<file path="src/hdl/lfu_pkg.sv">
// ----------------------------------------------------------------------------
// lfu_pkg
// Shared types and constants for the LFU cache with LRU tie-break.
// ----------------------------------------------------------------------------
package lfu_pkg;

  localparam int ENTRIES = 16;
  localparam int IDX_W   = $clog2(ENTRIES);
  localparam int CNT_W   = $clog2(ENTRIES + 1);
  localparam int CAP_W   = 5;
  localparam int KEY_W   = 32;
  localparam int DATA_W  = 32;
  localparam int USE_W   = 16;
  localparam int STAMP_W = 48;

  localparam logic [CAP_W-1:0] CAP_RESET = CAP_W'(16);
  localparam logic [CAP_W-1:0] CAP_MAX   = CAP_W'(ENTRIES);

  typedef enum logic {
    MODE_GET = 1'b0,
    MODE_PUT = 1'b1
  } mode_t;

  typedef struct packed {
    logic              mode;
    logic [KEY_W-1:0]  key;
    logic [DATA_W-1:0] value;
  } req_t;

  typedef struct packed {
    logic              hit;
    logic [DATA_W-1:0] read_value;
    logic              evicted;
  } rsp_t;

  typedef struct packed {
    logic               live;
    logic               hit;
    logic [IDX_W-1:0]   hit_idx;
    logic [DATA_W-1:0]  hit_data;
    logic [CNT_W-1:0]   used;
    logic               free_ok;
    logic [IDX_W-1:0]   free_idx;
    logic               vic_ok;
    logic [IDX_W-1:0]   vic_idx;
    logic [USE_W-1:0]   vic_cnt;
    logic [STAMP_W-1:0] vic_stamp;
  } scan_t;

  typedef struct packed {
    logic               en;
    logic               fill;
    logic               bump;
    logic               set_data;
    logic [IDX_W-1:0]   slot;
    logic [KEY_W-1:0]   key;
    logic [DATA_W-1:0]  data;
    logic [STAMP_W-1:0] stamp;
  } cmd_t;

endpackage

</file>
<file path="src/hdl/lfu_cell.sv">
// ----------------------------------------------------------------------------
// lfu_cell
// One cache entry. Passes the scan record to its neighbor and applies updates.
// ----------------------------------------------------------------------------
module lfu_cell import lfu_pkg::*; (
  input  logic             clk,
  input  logic             rst,
  input  logic [IDX_W-1:0] idx,
  input  logic [KEY_W-1:0] key,
  input  scan_t            scan_in,
  output scan_t            scan_out,
  input  cmd_t             cmd
);

  logic               valid;
  logic [KEY_W-1:0]   ekey;
  logic [DATA_W-1:0]  data;
  logic [USE_W-1:0]   cnt;
  logic [STAMP_W-1:0] stamp;
  scan_t              scan_next;

  always_comb begin
    scan_next = scan_in;
    if (scan_in.live) begin
      if (valid) begin
        scan_next.used = scan_in.used + CNT_W'(1);
        if (!scan_in.hit && ekey == key) begin
          scan_next.hit      = 1'b1;
          scan_next.hit_idx  = idx;
          scan_next.hit_data = data;
        end
        if (!scan_in.vic_ok || {cnt, stamp} < {scan_in.vic_cnt, scan_in.vic_stamp}) begin
          scan_next.vic_ok    = 1'b1;
          scan_next.vic_idx   = idx;
          scan_next.vic_cnt   = cnt;
          scan_next.vic_stamp = stamp;
        end
      end else if (!scan_in.free_ok) begin
        scan_next.free_ok  = 1'b1;
        scan_next.free_idx = idx;
      end
    end
  end

  always_ff @(posedge clk) begin
    if (rst) begin
      valid         <= 1'b0;
      scan_out.live <= 1'b0;
    end else begin
      scan_out.live <= scan_next.live;
      if (cmd.en && cmd.slot == idx && cmd.fill) begin
        valid <= 1'b1;
      end
    end
    scan_out.hit       <= scan_next.hit;
    scan_out.hit_idx   <= scan_next.hit_idx;
    scan_out.hit_data  <= scan_next.hit_data;
    scan_out.used      <= scan_next.used;
    scan_out.free_ok   <= scan_next.free_ok;
    scan_out.free_idx  <= scan_next.free_idx;
    scan_out.vic_ok    <= scan_next.vic_ok;
    scan_out.vic_idx   <= scan_next.vic_idx;
    scan_out.vic_cnt   <= scan_next.vic_cnt;
    scan_out.vic_stamp <= scan_next.vic_stamp;
    if (cmd.en && cmd.slot == idx) begin
      if (cmd.fill) begin
        ekey  <= cmd.key;
        data  <= cmd.data;
        cnt   <= USE_W'(1);
        stamp <= cmd.stamp;
      end else if (cmd.bump) begin
        if (cnt != '1) begin
          cnt <= cnt + USE_W'(1);
        end
        stamp <= cmd.stamp;
        if (cmd.set_data) begin
          data <= cmd.data;
        end
      end
    end
  end

endmodule

</file>
<file path="config.mk">
export PLATFORM = sky130hd
export DESIGN_NAME = lfu_cell
export DESIGN_NICKNAME = d
export VERILOG_FILES = /design/src/hdl/lfu_pkg.sv /design/src/hdl/lfu_cell.sv
export SDC_FILE = /design/constraint.sdc
export NUM_CORES = 1
export LEC_CHECK = 0
export CAP_MARGIN = 20
export CORE_MARGIN = 5
export CORE_UTILIZATION = 30
export CTS_CLUSTER_SIZE = 25
export DETAILED_ROUTE_END_ITERATION = 8
export DONT_BUFFER_PORTS = 1
export SYNTH_ARGS = -nofsm -noshare
export SYNTH_HDL_FRONTEND = slang
export SYNTH_SLANG_ARGS = --single-unit
</file>
<file path="constraint.sdc">
create_clock -name clk -period 9 [get_ports clk]
set_clock_uncertainty 0.2 [all_clocks]
set_input_delay 0.45 -clock clk [delete_from_list [all_inputs] [get_ports clk]]
set_output_delay 0.45 -clock clk [all_outputs]
set_load 0.01 [all_outputs]
</file>
Yosys cells after proc, flatten, opt, wreduce, memory -nomap -nowiden. Index checks and enable logic that the tools add are counted.

Register bits after elaboration: 246. Bits in latches: 0. Bits in writable memories: 0. Memory bits (read-only): 0. Output and inout port bits: 117. Memories kept: 0.

Add/sub/neg operators: 2. Multipliers: 0. Divide/modulo/power cells: 0. $lt $le $gt $ge: 1. Equality and inequality tests: 3. Shift-type cells: 0. Mux-type cells: 14. Bitwise gates (word level): 0. Reductions and logical operators: 13.

Operator list (count): 69-bit 2-to-1 mux (2); 116-bit 2-to-1 mux (1); 32-bit 2-to-1 mux (3); 48-bit 2-to-1 mux (2); 64-bit < comparator (1); 42-bit 2-to-1 mux (1); 37-bit 2-to-1 mux (1); 32-bit == test (1); 16-bit 2-to-1 mux (2); 16-bit by 1-bit adder with 16-bit output (second input constant) (1); 16-bit != test (second input constant) (1); 3-bit AND reduction (2); 2-bit nonzero test (3); 5-bit by 1-bit adder with 5-bit output (second input constant) (1); 5-bit 2-to-1 mux (1); 4-bit == test (1); 4-bit 2-to-1 mux (1); 2-bit AND reduction (2); 1-bit logical AND (3); 1-bit zero test (2); 1-bit logical OR (1).

Longest topological paths before layout.
Depth after elaboration: 5. Gate-level depth with buffers: 11. Gate-level depth less buffers: 9.

Worst setup path before layout. OpenSTA, ideal clock, no wires.

Path kind: input to register. From: input idx[2]. To: register cnt[0], enable pin. Data arrival time: 2837 ps. Required time: 8425 ps. Slack: 5588 ps. Cell stages on the path: 4. Path buffers: 0. Path through: xor2_1 > nor4_1 > o21a_1 > o41a_1.

Longest elaborated chain between the ends: 3.

RTL lines: start: declaration (RTL line lfu_cell.sv:8) `input logic [IDX_W-1:0] idx,`; 4-bit == test (RTL line lfu_cell.sv:65) `if (cmd.en && cmd.slot == idx) begin`; 1-bit logical AND (RTL line lfu_cell.sv:65); 3-bit AND reduction (no source line); end signal: assignment (RTL line lfu_cell.sv:73) `cnt <= cnt + USE_W'(1);`; end: declaration (RTL line lfu_cell.sv:18) `logic [USE_W-1:0] cnt;`.

Every way passes these cells. A chain may end at the register's enable or synchronous reset.

==> impl_metrics.toml <==
[floorplan]
die_area_mm2 = 0.0369
core_area_mm2 = 0.0326
io_pins = 392
start_util = 0.305
die_h_um = 192
rows = 66
dieWidth_um = 192

[setup_path]
crit_arrival_ns = 4.55
rr_endpoint = "scan_out[67]"
max_stage_delay_ns = 0.57
critPathSlowestCell = "dlygate4sd3_1"
critPathKind = "reg2reg"
path_max_fanout = 32
cp_cell_sequence = "ha_1 -> nand4_1 -> or4_1 -> o32a_1 -> a2111oi_2 -> o311ai_1 -> a21oi_4 -> buf_4 -> mux2_1 -> dlygate4sd3_1"
rr_worst_depth = 10
crit_buf_inv = 2
endpoint_kind = "flop"
critical_path.top_delay_family = "compound AO/OA/AOI/OAI gates"
start_kind = "flop"
rr_startpoint = "stamp[15]"
required_ns = 9.22
critPathLaunch = "stamp[15]"
r2r_slack_ns = 4.66

[sta]
min_period_ns = 4.34
slew_violations = 0
max_freq_mhz = 231
slew_headroom = 0.466
finalHoldViolations = 0
timing.hold.ws_ns = 0.108
layout_setup_ws_ns = 4.66
fin_setup_tns_ns = 0
post-route-period-util = 0.482
tightest_slew_ns = 0.801
rsz0062_at_grt = "false"
setup_viol = 0

[finish]
utilization = 0.423
layout.cells.non_filler = 1449
area_delta_synth_final_pct = 38.6
nFillCells = 2963
drive_gt1_frac = 0.143
nNetsFinal = 1324
post-route-cell-area_mm2 = 0.0138

[route]
drtIter0Drc = 248
ant_nets = 0
wirelength_um = 29700
first_pass_iters = 4
via_count = 6593
wl_per_cell_um = 20.5
via_per_inst = 4.55
drc = 0

[worst_hold_path]
min_to = "scan_out[68]"
hold_depth = 2
hold_class = "in2reg"
hp-start = "scan_in[116]"

[yosys]
yosysTopAreaCellShare = 0.386
yosysMostFrequentCell = "edfxtp_1"
ys_top_cells_by_area = "edfxtp_1, dfxtp_1, mux2_2"
synth_nets = 1062
ys_seq_elements = 246
syn_inst = 722
synth_cell_types = 38
syn-mean-instance-area_um2 = 13.8
synthTopCellsByCount = "edfxtp_1, dfxtp_1, mux2_2"
syn_area_mm2 = 0.00995
ys.flop_type = "edfxtp_1"
synth_seq_area_share = 0.624
ys_warn_count = 0
synthArstFlopShare = 0
yosysTopAreaCell = "edfxtp_1"
synth_edf_count = 128

[run_status]
outcome = "completed"

[cts]
post-cts-setup-buffers = 0
cts_buffers = 28
cts_buffer_depth = 3
clk_pin_slew_worst_paths_ns = 0.06
clk_root_buffer_cell = "clkbuf_16"
cts_tree = "done"
insertion_delay_ns = 0.55
cts_sinks = 246
htreeDepth = 1
hold_buffers = 238
cts_resized = 0

[placement]
placed_area_mm2 = 0.0105
place_congestion = 0.769
dp_cells = 1156
place_ws_ns = 5.11
dp_hpwl_um = 20200
port_buffers = 0

[global_route]
grt_util_all_layers = 0.151
grt_max_degree = 50
grt_pass1_vias = 7322
grt-ovfl-total = 0
grt_pass1_wl_um = 42600
antenna_found_initial = 3

[flow_run]
drv_cap = 0

[pwr]
powerDensity_mw_per_mm2 = 186
p_total_mw = 2.57
p_leak_nw = 5.35
vdd_drop_max_mv = 0.150
==> flip-flops by register name, summed over array words and instances, names as in the netlist <==
signal and count:
valid 1, ekey 32, data 32, cnt 16, stamp 48, scan_out 117
==> metal layers <==
layer	track usage	wire, um	up-vias
met2	0.270	15200	267
li1	-	-	3116
met3	0.0436	2560	64
met4	0.0603	1040	0
met1	0.169	10900	3146
met5	0	0	-
==> final cells by class <==
class	count	area (um^2)	share of cell area
Inverter	66	248	0.0180
Timing Repair Buffer	245	2450	0.178
Sequential cell	246	6210	0.450
Clock inverter	10	81.3	0.00590
Multi-Input combinational cell	397	3430	0.249
Clock buffer	41	821	0.0595
Tap cell	442	553	0.0401
Antenna cell	2	5.00	0.000363
==> cell families after synthesis <==
logic type / synth area share
buffers and inverters: 0.0336
adders and majority gates: 0.0817
xor gates and xnor gates: 0.0458
AOI/OAI and AO/OA: 0.0368
muxes: 0.123
DFF: 0.624
and+or+nand+nor: 0.0554
==> worst reg2reg max path: cells and delay by family, from the launching register on <==
kind	cells	cell delay [ns]
DFF	1	0.41
and+or+nand+nor	2	0.73
adders and majority gates	1	0.35
AOI/OAI and AO/OA	4	1.14
muxes	1	0.38
buffers and inverters	2	1.01
==> cells in the final DEF (no fill, tap or decap), types with 4 or more instances in the layout <==
master         count
buf_4              5
clkinv_2           6
edfxtp_1         128
nand2b_1           6
nor3_1             5
mux2_1            19
clkbuf_8           5
mux2_2            89
nand3_1           12
a21oi_1           28
nor4_1             9
dlygate4sd3_1    239
xor2_1            27
nand2_1           28
clkbuf_16         29
ha_1              65
nor2_1            20
nor2b_1            4
nand4_1           17
dfxtp_1          118
o21ai_0           13
a211oi_1           4
clkbuf_1           7
xnor2_1           25
inv_1             66
==> worst max path at each step <==
stage | to | slack, ns | depth (start not counted)
2_1_floorplan | cnt[0] | 5.59 | 4
3_3_place_gp | scan_out[9] | 5.16 | 10
3_5_place_dp | scan_out[15] | 5.11 | 10
4_1_cts | scan_out[65] | 4.64 | 10
5_1_grt | scan_out[67] | 4.39 | 10
6_report | scan_out[67] | 4.66 | 10
==> power breakdown <==
part | leakage (nW) | total (mW) | switching [mW] | internal, mW
clock | 0.444 | 1.11 | 0.456 | 0.658
combinational | 2.75 | 0.190 | 0.0700 | 0.120
sequential | 2.15 | 1.26 | 0.0402 | 1.22
total | 5.35 | 2.57 | 0.567 | 2.00
Power figures use the tool's default switching activity.
